[config.mk]
export PLATFORM = sky130hd
export DESIGN_NAME = dicom_meta_header_stripper_flat
export DESIGN_NICKNAME = d
export VERILOG_FILES = /design/src/hdl/dmhs_pkg.sv /design/src/hdl/dmhs_if.sv /design/src/hdl/dicom_meta_header_stripper.sv /design/src/flat_wrapper.sv
export SDC_FILE = /design/constraint.sdc
export NUM_CORES = 1
export LEC_CHECK = 0
export BUFFER_PORTS_ARGS = -buffer_cell sky130_fd_sc_hd__clkbuf_2
export CAP_MARGIN = 20
export CELL_PAD_IN_SITES_DETAIL_PLACEMENT = 1
export CELL_PAD_IN_SITES_GLOBAL_PLACEMENT = 1
export CORE_MARGIN = 5
export CORE_UTILIZATION = 30
export CTS_CLUSTER_DIAMETER = 80
export DETAILED_ROUTE_END_ITERATION = 10
export GPL_TIMING_DRIVEN = 0
export PLACE_DENSITY_LB_ADDON = 0.1
export SETUP_SLACK_MARGIN = 0.5
export SLEW_MARGIN = 20
export SYNTH_ARGS = -nofsm -noshare
export SYNTH_HDL_FRONTEND = slang
export SYNTH_SLANG_ARGS = --single-unit
[constraint.sdc]
create_clock -name clk -period 3 [get_ports clk]
set_clock_uncertainty 0.05 [all_clocks]
set_input_delay 0.3 -clock clk [delete_from_list [all_inputs] [get_ports clk]]
set_output_delay 0.3 -clock clk [all_outputs]
set_load 0.02 [all_outputs]
[src/hdl/dmhs_pkg.sv]
// Shared constants for the DICOM file meta header stripper.
`timescale 1ns / 1ps

package dmhs_pkg;

    localparam int unsigned PREAMBLE_BYTES_DEF = 128;

    localparam int unsigned BYTE_W   = 8;
    localparam int unsigned STATUS_W = 4;

    // Result status codes
    localparam logic [STATUS_W-1:0] ST_OK          = 4'd0;
    localparam logic [STATUS_W-1:0] ST_MAGIC_TRUNC = 4'd1;
    localparam logic [STATUS_W-1:0] ST_BAD_MAGIC   = 4'd2;
    localparam logic [STATUS_W-1:0] ST_TAG_TRUNC   = 4'd3;
    localparam logic [STATUS_W-1:0] ST_BAD_TAG     = 4'd4;
    localparam logic [STATUS_W-1:0] ST_BAD_VR      = 4'd5;
    localparam logic [STATUS_W-1:0] ST_BAD_VL      = 4'd6;
    localparam logic [STATUS_W-1:0] ST_GLEN_TRUNC  = 4'd7;
    localparam logic [STATUS_W-1:0] ST_SKIP_TRUNC  = 4'd8;

    // Expected header fields, little-endian as assembled
    localparam logic [31:0] MAGIC_LE    = 32'h4D43_4944;  // "DICM"
    localparam logic [31:0] TAG_LE      = 32'h0000_0002;  // (0002,0000)
    localparam logic [31:0] VR_UL_LE    = 32'h0000_4C55;  // "UL"
    localparam logic [31:0] VL_EXPECTED = 32'h0000_0004;

endpackage

[src/hdl/dmhs_if.sv]
// Stream channel interfaces for the header stripper input and output.
`timescale 1ns / 1ps

interface dmhs_in_if;
    logic                              valid;
    logic                              ready;
    logic [dmhs_pkg::BYTE_W-1:0]       data_byte;
    logic                              end_marker;

    modport source (output valid, output data_byte, output end_marker, input ready);
    modport sink   (input valid, input data_byte, input end_marker, output ready);
endinterface

interface dmhs_out_if;
    logic                              valid;
    logic                              ready;
    logic [dmhs_pkg::BYTE_W-1:0]       out_byte;
    logic [dmhs_pkg::STATUS_W-1:0]     status;
    logic                              stream_done;

    modport source (output valid, output out_byte, output status, output stream_done,
                    input ready);
    modport sink   (input valid, input out_byte, input status, input stream_done,
                    output ready);
endinterface

[src/hdl/dicom_meta_header_stripper.sv]
// Top level: DICOM Part 10 file meta header stripper, one byte per item.
// Results are registered before they reach dout. Throughput: one item per cycle;
// the single output register is reloaded in the cycle it is taken, so din.ready
// only drops while a result waits on dout. Reset (rst_n, async, active low)
// returns the parser to the preamble phase, or to magic if PREAMBLE_BYTES is 0,
// and empties the output register; after a final result the block drops items.
`timescale 1ns / 1ps

module dicom_meta_header_stripper #(
    parameter int unsigned PREAMBLE_BYTES = dmhs_pkg::PREAMBLE_BYTES_DEF
) (
    input  logic             clk,
    input  logic             rst_n,
    dmhs_in_if.sink          din,
    dmhs_out_if.source       dout
);

    localparam logic [3:0] PH_PREAMBLE = 4'd0;
    localparam logic [3:0] PH_MAGIC    = 4'd1;
    localparam logic [3:0] PH_TAG      = 4'd2;
    localparam logic [3:0] PH_VR       = 4'd3;
    localparam logic [3:0] PH_VL       = 4'd4;
    localparam logic [3:0] PH_GLEN     = 4'd5;
    localparam logic [3:0] PH_SKIP     = 4'd6;
    localparam logic [3:0] PH_PASS     = 4'd7;
    localparam logic [3:0] PH_HALT     = 4'd8;

    localparam logic [7:0] PRE_LEN  = 8'(PREAMBLE_BYTES);
    localparam logic [3:0] PH_RESET = (PRE_LEN == 8'd0) ? PH_MAGIC : PH_PREAMBLE;

    logic [3:0]  phase_reg, phase_next;
    logic [7:0]  pos_reg, pos_next;
    logic [31:0] field_reg, field_next;
    logic [31:0] skip_reg, skip_next;

    logic                               out_valid_reg, out_valid_next;
    logic [dmhs_pkg::BYTE_W-1:0]        out_byte_reg;
    logic [dmhs_pkg::STATUS_W-1:0]      status_reg;
    logic                               done_reg;

    logic                               accept;
    logic                               res_valid;
    logic [dmhs_pkg::BYTE_W-1:0]        res_byte;
    logic [dmhs_pkg::STATUS_W-1:0]      res_status;
    logic                               res_done;

    logic [31:0] field_merged;
    logic [7:0]  pos_inc;
    logic [7:0]  field_len;
    logic [31:0] skip_dec;

    assign din.ready = !out_valid_reg || dout.ready;
    assign accept    = din.valid && din.ready;

    assign pos_inc   = pos_reg + 8'd1;
    assign skip_dec  = skip_reg - 32'd1;
    assign field_len = (phase_reg == PH_VR || phase_reg == PH_VL) ? 8'd2 : 8'd4;

    // drop the new byte into its little-endian lane
    always_comb
    begin
        field_merged = field_reg;
        case (pos_reg[1:0])
            2'd0:    field_merged[7:0]   = field_reg[7:0]   | din.data_byte;
            2'd1:    field_merged[15:8]  = field_reg[15:8]  | din.data_byte;
            2'd2:    field_merged[23:16] = field_reg[23:16] | din.data_byte;
            default: field_merged[31:24] = field_reg[31:24] | din.data_byte;
        endcase
    end

    always_comb
    begin
        phase_next = phase_reg;
        pos_next   = pos_reg;
        field_next = field_reg;
        skip_next  = skip_reg;
        res_valid  = 1'b0;
        res_byte   = '0;
        res_status = dmhs_pkg::ST_OK;
        res_done   = 1'b0;

        if (accept && phase_reg != PH_HALT)
        begin
            if (din.end_marker)
            begin
                res_valid  = 1'b1;
                res_done   = 1'b1;
                phase_next = PH_HALT;
                case (phase_reg)
                    PH_PREAMBLE, PH_MAGIC: res_status = dmhs_pkg::ST_MAGIC_TRUNC;
                    PH_TAG:                res_status = dmhs_pkg::ST_TAG_TRUNC;
                    PH_VR:                 res_status = dmhs_pkg::ST_BAD_VR;
                    PH_VL:                 res_status = dmhs_pkg::ST_BAD_VL;
                    PH_GLEN:               res_status = dmhs_pkg::ST_GLEN_TRUNC;
                    PH_SKIP:               res_status = dmhs_pkg::ST_SKIP_TRUNC;
                    default:               res_status = dmhs_pkg::ST_OK;
                endcase
            end
            else
            begin
                case (phase_reg)
                    PH_PREAMBLE:
                    begin
                        pos_next = pos_inc;
                        if (pos_inc >= PRE_LEN)
                        begin
                            phase_next = PH_MAGIC;
                            pos_next   = '0;
                            field_next = '0;
                        end
                    end
                    PH_MAGIC, PH_TAG, PH_VR, PH_VL, PH_GLEN:
                    begin
                        field_next = field_merged;
                        pos_next   = pos_inc;
                        if (pos_inc >= field_len)
                        begin
                            pos_next   = '0;
                            field_next = '0;
                            case (phase_reg)
                                PH_MAGIC:
                                    if (field_merged != dmhs_pkg::MAGIC_LE)
                                    begin
                                        res_valid  = 1'b1;
                                        res_done   = 1'b1;
                                        res_status = dmhs_pkg::ST_BAD_MAGIC;
                                        phase_next = PH_HALT;
                                    end
                                    else
                                        phase_next = PH_TAG;
                                PH_TAG:
                                    if (field_merged != dmhs_pkg::TAG_LE)
                                    begin
                                        res_valid  = 1'b1;
                                        res_done   = 1'b1;
                                        res_status = dmhs_pkg::ST_BAD_TAG;
                                        phase_next = PH_HALT;
                                    end
                                    else
                                        phase_next = PH_VR;
                                PH_VR:
                                    if (field_merged != dmhs_pkg::VR_UL_LE)
                                    begin
                                        res_valid  = 1'b1;
                                        res_done   = 1'b1;
                                        res_status = dmhs_pkg::ST_BAD_VR;
                                        phase_next = PH_HALT;
                                    end
                                    else
                                        phase_next = PH_VL;
                                PH_VL:
                                    if (field_merged != dmhs_pkg::VL_EXPECTED)
                                    begin
                                        res_valid  = 1'b1;
                                        res_done   = 1'b1;
                                        res_status = dmhs_pkg::ST_BAD_VL;
                                        phase_next = PH_HALT;
                                    end
                                    else
                                        phase_next = PH_GLEN;
                                default:
                                begin
                                    // group length: zero starts payload at once
                                    skip_next  = field_merged;
                                    phase_next = (field_merged == 32'd0) ? PH_PASS : PH_SKIP;
                                end
                            endcase
                        end
                    end
                    PH_SKIP:
                    begin
                        skip_next = skip_dec;
                        if (skip_dec == 32'd0)
                        begin
                            phase_next = PH_PASS;
                            pos_next   = '0;
                            field_next = '0;
                        end
                    end
                    PH_PASS:
                    begin
                        res_valid = 1'b1;
                        res_byte  = din.data_byte;
                    end
                    default:
                        phase_next = PH_HALT;
                endcase
            end
        end
    end

    always_comb
    begin
        if (res_valid)
            out_valid_next = 1'b1;
        else if (dout.ready)
            out_valid_next = 1'b0;
        else
            out_valid_next = out_valid_reg;
    end

    always_ff @(posedge clk or negedge rst_n)
    begin
        if (!rst_n)
        begin
            phase_reg     <= PH_RESET;
            pos_reg       <= '0;
            field_reg     <= '0;
            skip_reg      <= '0;
            out_valid_reg <= 1'b0;
        end
        else
        begin
            phase_reg     <= phase_next;
            pos_reg       <= pos_next;
            field_reg     <= field_next;
            skip_reg      <= skip_next;
            out_valid_reg <= out_valid_next;
        end
    end

    always_ff @(posedge clk)
    begin
        if (res_valid)
        begin
            out_byte_reg <= res_byte;
            status_reg   <= res_status;
            done_reg     <= res_done;
        end
    end

    assign dout.valid       = out_valid_reg;
    assign dout.out_byte    = out_byte_reg;
    assign dout.status      = status_reg;
    assign dout.stream_done = done_reg;

endmodule

[src/flat_wrapper.sv]
// flat-port wrapper written by rule: the top's interface ports become plain ports
module dicom_meta_header_stripper_flat 
#(
    parameter int unsigned PREAMBLE_BYTES = dmhs_pkg::PREAMBLE_BYTES_DEF
)
  (clk, rst_n, din_valid, din_data_byte, din_end_marker, din_ready, dout_valid, dout_out_byte, dout_status, dout_stream_done, dout_ready);
  dmhs_in_if din_i ();
  dmhs_out_if dout_i ();
  input  logic clk;
  input  logic rst_n;
  input wire logic [$bits(din_i.valid)-1:0] din_valid;
  input wire logic [$bits(din_i.data_byte)-1:0] din_data_byte;
  input wire logic [$bits(din_i.end_marker)-1:0] din_end_marker;
  output wire logic [$bits(din_i.ready)-1:0] din_ready;
  output wire logic [$bits(dout_i.valid)-1:0] dout_valid;
  output wire logic [$bits(dout_i.out_byte)-1:0] dout_out_byte;
  output wire logic [$bits(dout_i.status)-1:0] dout_status;
  output wire logic [$bits(dout_i.stream_done)-1:0] dout_stream_done;
  input wire logic [$bits(dout_i.ready)-1:0] dout_ready;
  assign din_i.valid = din_valid;
  assign din_i.data_byte = din_data_byte;
  assign din_i.end_marker = din_end_marker;
  assign din_ready = din_i.ready;
  assign dout_valid = dout_i.valid;
  assign dout_out_byte = dout_i.out_byte;
  assign dout_status = dout_i.status;
  assign dout_stream_done = dout_i.stream_done;
  assign dout_i.ready = dout_ready;
  dicom_meta_header_stripper #(.PREAMBLE_BYTES(PREAMBLE_BYTES)) u_core (.clk(clk), .rst_n(rst_n), .din(din_i), .dout(dout_i));
endmodule
==> results of run 1 <==
[repair_timing]
item	4_1_cts	5_1_grt
gates cloned	5	2
hold endpoints to repair	77	0
pin swaps	65	44
buffers inserted	76	23
hold buffers	1	0
setup endpoints to repair	95	95
resized for setup	170	77
[cells by family after synthesis]
group,count (synthesis)
compound gates,248
fa+ha+maj,8
xor+xnor,7
flops,90
buf+inv,62
mux,2
simple gates,271
[power by group through the flow]
stage,Clock (mW),Combinational [mW],Sequential (mW)
6_report,1.24,0.0887,1.23
5_1_grt,1.30,0.0961,1.23
4_1_cts,1.26,0.0888,1.23
3_5_place_dp,0,0.0791,1.26
3_3_place_gp,0,0.0780,1.26
2_1_floorplan,0,0.0206,1.26
[area by class of cell]
type,instances,area share
timing repair buffer,131,0.1303
buffer,45,0.05398
clock buffer,13,0.02886
multi-input combinational,537,0.4793
tap,265,0.03677
inverter,17,0.007077
clock inverter,3,0.005135
sequential,90,0.2585
[layer usage]
| metal | track usage | vias up | part of all wire |
|---|---|---|---|
| met5 | 0 | - | 0 |
| met4 | 0.06709 | 0 | 0.024 |
| met3 | 0.04099 | 49 | 0.057 |
| met2 | 0.3705 | 215 | 0.46 |
| met1 | 0.3345 | 3347 | 0.45 |
| li1 | - | 2893 | - |
[worst max-delay path: cells and delay by family, from the launching register on]
kind | cells | cell delay (ns)
simple gates | 5 | 1.15
compound gates | 3 | 0.78
buf+inv | 5 | 0.71
flops | 1 | 0.37
[placed cells by master (no fill, tap or decap), types with 12 or more instances in the layout]
| cell type | instances |
|---|---|
| inv_1 | 13 |
| edfxtp_1 | 13 |
| a21oi_2 | 19 |
| nand3_1 | 17 |
| o2bb2ai_2 | 18 |
| buf_4 | 72 |
| dfrtp_1 | 66 |
| nor3_1 | 24 |
| nand4_1 | 15 |
| nor2_1 | 47 |
| a21oi_1 | 41 |
| a21oi_4 | 13 |
| clkbuf_16 | 13 |
| o2bb2ai_1 | 13 |
| o21ai_2 | 14 |
| o21ai_0 | 32 |
| o31ai_1 | 12 |
| o21ai_1 | 12 |
| nand2_1 | 53 |
| buf_6 | 31 |
| clkbuf_2 | 29 |
[worst min path at each step]
stage                     slack (ns)            startpoint              endpoint
after floorplan                -0.05                 rst_n     u_core.dout.valid
after global placement          0.42  u_core.field_reg[10]  u_core.field_reg[10]
after detailed placement        0.35                 rst_n     u_core.pos_reg[3]
after CTS                       0.25            dout_ready     u_core.dout.valid
after global routing            0.28            dout_ready     u_core.dout.valid
final                           0.25            dout_ready     u_core.dout.valid
[stage by stage]
stage | utilization | power, mW
global route | 0.4602 | 2.625
global placement | 0.3453 | 1.336
detailed placement | 0.3458 | 1.337
CTS | 0.4323 | 2.582
finish | 0.4602 | 2.563
floorplan | - | 1.279
==> impl_metrics.yaml, run 1 <==
synth:
  synth_edf_count: 13
  ys_seq_area_frac: 0.3866
  synthAdderAreaFrac: 0.01670
  synth-seq-cells: 90
  syn-cell-area_um2: 5994
  syn_area_per_cell_um2: 8.713
  synth_most_common_cell: "dfrtp_1"
  synthMuxAreaShare: 0.003340
  synth_commonest_cells: "dfrtp_1, a21oi_1, nand2_1, o21ai_0, nor2_1"
  synth-xor-area-share: 0.01023
  netlist.area_leader.share: 0.3214
  ys_types: 76
  syn_inst: 688
  async_flop_share: 0.8556
  synth_top_cell_by_area: "dfrtp_1"
  synthTopCellsByArea: "dfrtp_1, edfxtp_1, a21oi_1, o21ai_0, nand2_1"
  synth_compound_area_frac: 0.2793
  synth_top_family_by_area: "compound AO/OA/AOI/OAI gates"
  synth_ff_type: "dfrtp_1"
  yosysWarnings: 0
  synth_simple_gate_area_frac: 0.2588
  synth_nets: 709
worst_setup_path:
  crit_fanout: 10
  critical_path_arrival_ns: 3.39
  cp_cell_sequence: "buf_6, nor4_4, buf_6, buf_4, buf_4, nand4_1, o21ai_1, nor4b_4, nand4_2, buf_4, o211ai_1, nand3b_1, a32o_1"
  critPathLaunchType: "flip-flop"
  reg2reg_from: "u_core.skip_reg[18]"
  crit_path_end_kind: "flip-flop"
  rr_worst_depth: 13
  critPathMostFrequentCell: "buf_4"
  r2r_slack_ns: -0.19
  criticalPathCategory: "flip-flop to flip-flop"
  crit_path_end: "u_core.phase_reg[2]"
  crit_slowest_cell: "dfrtp_1"
  startpoint: "u_core.skip_reg[18]"
  timing.rr.end: "u_core.phase_reg[2]"
  critical_path_required_ns: 3.20
  critPathMaxStageDelay_ns: 0.37
run_status:
  outcome: "finished with violations"
  violations: "setup timing"
floorplan:
  core_um2: 19590
  die_w_um: 151.4
  die_height_um: 151.4
  initial_utilization: 0.3060
  die_area_um2: 22910
  ios: 28
  rows: 51
routing:
  antenna_left: 0
  drt_iter0_drc: 515
  wl_per_cell_um: 24.70
  routed_wl_mm: 27.19
  post-route-drc-count: 0
  dr.pass1.iters: 5
  vias: 6504
  via_per_inst: 5.907
cts:
  cts.sinks: 90
  cts_tree: "built"
  cts_max_level: 3
  cts-buffers-inserted: 9
  path_clk_slew_ns: 0.07
  root_buffer: "clkbuf_16"
  clk_path_buf_depth: 2
  insertion_delay_ns: 0.36
place:
  place_area_um2: 6774
  portBuffers: 25
  place_inst: 978
  dp_hpwl_mm: 17.63
  place_congestion: 0.8855
  dp_slack_ns: -0.7902
global_routing:
  grt_pass1_vias: 6666
  grt_pass1_wl_mm: 40.97
  antenna_found_initial: 0
  grtUsageTotal: 0.2364
  gr-total-overflow: 0
  grt_max_degree: 78
sta:
  rsz0062_at_grt: "yes"
  drv_slew: 0
  finalCritPeriodShare: 1.064
  hold_viol_final: 0
  whs_ns: 0.2524
  layout_min_cycle_time_ns: 3.192
  max_freq_mhz: 313.3
  setup_ws_ns: -0.1920
  tightest_slew_ns: 0.7410
  tns_ns: -6.265
  setup_viol: 70
  timing.max_slew.rel_slack: 0.5060
power_and_ir_drop:
  clkPwrFrac: 0.484
  peakVddDrop_uv: 325.7
  leakagePower_nw: 3.577
  swShare: 0.2395
  power_frac_comb: 0.035
  power_frac_seq: 0.481
  p_per_area_nw_per_um2: 284.2
  switching_power_mw: 0.6138
  p_int_mw: 1.949
min_path:
  whs_path_depth: 3
  holdCritPathClass: "input pin to flip-flop"
finish:
  multi_input_area_um2: 4322
  drive_above_1_share: 0.4306
  seq_area_um2: 2331
  area_growth_pct: 50.41
  fin_cells: 1101
  final_area_um2: 9016
  num-nets-final: 852
  n_antenna_cell: 0
  fillCellCount: 2218
flow_run:
  drv_cap: 0
Note: power is estimated with default switching activity, not from simulation.
==> inputs of run 2 (changes only) <==
- CORE_MARGIN: 5 -> 2
==> impl_metrics.yaml, run 2 (synthesis results as in run 1) <==
floorplan:
  die_area_um2: 21130
  rows: 51
  initial_utilization: 0.3070
  core_um2: 19530
  die_height_um: 145.4
  die_w_um: 145.4
  ios: 28
cts:
  insertion_delay_ns: 0.36
  cts.sinks: 90
  root_buffer: "clkbuf_16"
  clk_path_buf_depth: 2
  cts-buffers-inserted: 9
  cts_tree: "built"
  cts_max_level: 3
  path_clk_slew_ns: 0.07
global_routing:
  antenna_found_initial: 0
  grt_pass1_wl_mm: 40.05
  use_met3: 0.04389
  met2_usage: 0.3929
  grt_max_degree: 78
  grt-busiest-layer: "met2"
  use_met1: 0.3383
  gr-total-overflow: 0
  grt_pass1_vias: 6490
  grtUsageTotal: 0.2455
worst_setup_path:
  crit_fanout: 7
  cp_num_buf_inv: 4
  crit_slowest_cell: "dfrtp_2"
  cp_cell_sequence: "nor3_4, nand3_2, clkbuf_8, buf_4, o31ai_1, nand3_1, nand4bb_1, buf_6, o21ai_4, nand3_4, buf_12, a32o_1"
  criticalPathCategory: "flip-flop to flip-flop"
  critical_path_arrival_ns: 3.38
  crit_path_end_kind: "flip-flop"
  critical_path_required_ns: 3.19
  crit_family: "simple AND/OR/NAND/NOR gates"
  critPathLaunchType: "flip-flop"
  critPathMaxStageDelay_ns: 0.47
sta:
  drv_slew: 0
  tightest_slew_ns: 0.9819
  setup_viol: 69
  max_freq_mhz: 313.3
  hold_viol_final: 0
  whs_ns: 0.2560
  rsz0062_at_grt: "yes"
  finalCritPeriodShare: 1.064
  setup_ws_ns: -0.1914
  timing.max_slew.rel_slack: 0.3404
  layout_min_cycle_time_ns: 3.191
routing:
  vias: 6301
  drt_iter0_drc: 417
  dr.pass1.iters: 4
  routed_wl_mm: 26.91
  via_per_inst: 5.829
  antenna_left: 0
  wl_per_cell_um: 24.89
  post-route-drc-count: 0
flow_run:
  drv_cap: 0
finish:
  seq_area_um2: 2335
  fillCellCount: 2222
  mostFrequentLayoutCells: "dfrtp_1, buf_4, nand2_1, nor2_1, a21oi_1"
  drive_above_1_share: 0.4301
  area_growth_pct: 47.80
  multi_input_area_um2: 4333
  num-nets-final: 832
  n_antenna_cell: 0
  final_area_um2: 8860
  final_common_cell: "dfrtp_1"
run_status:
  violations: "setup timing"
  outcome: "finished with violations"
power_and_ir_drop:
  leakagePower_nw: 3.441
  p_per_area_nw_per_um2: 282.3
  peakVddDrop_uv: 253.2
place:
  place_area_um2: 6774
  portBuffers: 25
  place_congestion: 0.8798
  dp_hpwl_mm: 17.51
min_path:
  holdCritPathClass: "input pin to flip-flop"
[run 2: repair_timing]
action	CTS	global route
hold buffers	1	0
setup endpoints to repair	95	95
pin swaps	46	49
resized for setup	156	85
setup buffers	64	16
cloned	3	3
endpoints found under the hold margin	77	0
[run 2: per-layer routing]
metal  vias to the layer above  share of wire
met5                         -              0
met4                         0          0.023
met3                        38          0.044
met2                       157           0.47
met1                      3243           0.46
li1                       2863              -
[run 2: report_power, final]
part	total [mW]	internal (mW)	switching, mW
Clock	1.18	0.588	0.596
Sequential	1.23	1.23	0
Combinational	0.0844	0.0183	0.0661
Total	2.50	1.84	0.662
[run 2: worst paths after layout]
kind                                          start             endpoint  slack (ns)  cells after the start
worst min-delay path               din_data_byte[0]  u_core.field_reg[8]        0.26                      3
worst max register to register  u_core.skip_reg[10]  u_core.field_reg[2]       -0.19                     12
max in group asynchronous                     rst_n   u_core.skip_reg[1]        1.84                      2
min in group asynchronous                     rst_n    u_core.pos_reg[5]        0.49                      2
worst max-delay path            u_core.skip_reg[10]  u_core.field_reg[2]       -0.19                     12
worst min register to register  u_core.field_reg[2]  u_core.field_reg[2]        0.46                      1
[run 2: final cells by class]
class                   count  share of cell area
well taps                 265             0.03742
inverters                  17            0.007485
repair buffers            112              0.1141
multi-input cells         536              0.4891
flip-flops and latches     90              0.2635
clock inverters             7            0.007485
clock buffers               9             0.02542
plain buffers              45             0.05550
[run 2: per-stage QoR]
| stage | total power, mW | TNS [ns] | instances | worst slack [ns] | util |
|---|---|---|---|---|---|
| 6_report | 2.501 | -6.741 | 1081 | -0.1914 | 0.4537 |
| 4_1_cts | 2.514 | -2.983 | 1062 | -0.08898 | 0.4266 |
| 3_5_place_dp | 1.334 | -42.67 | 978 | -0.7678 | 0.3469 |
| 5_1_grt | 2.571 | -15.18 | 1081 | -0.3206 | 0.4537 |
| 3_3_place_gp | 1.332 | -43.67 | 978 | -0.7926 | 0.3465 |
| 2_1_floorplan | 1.279 | 0 | 688 | 0.1438 | - |
[run 2: worst register-to-register path: stages, from the launching register on]
cell and delay, ns:
dfrtp_2 0.47, nor3_4 0.31, nand3_2 0.18, clkbuf_8 0.19
buf_4 0.14, o31ai_1 0.29, nand3_1 0.15, nand4bb_1 0.22
buf_6 0.15, o21ai_4 0.26, nand3_4 0.22, buf_12 0.25
a32o_1 0.20
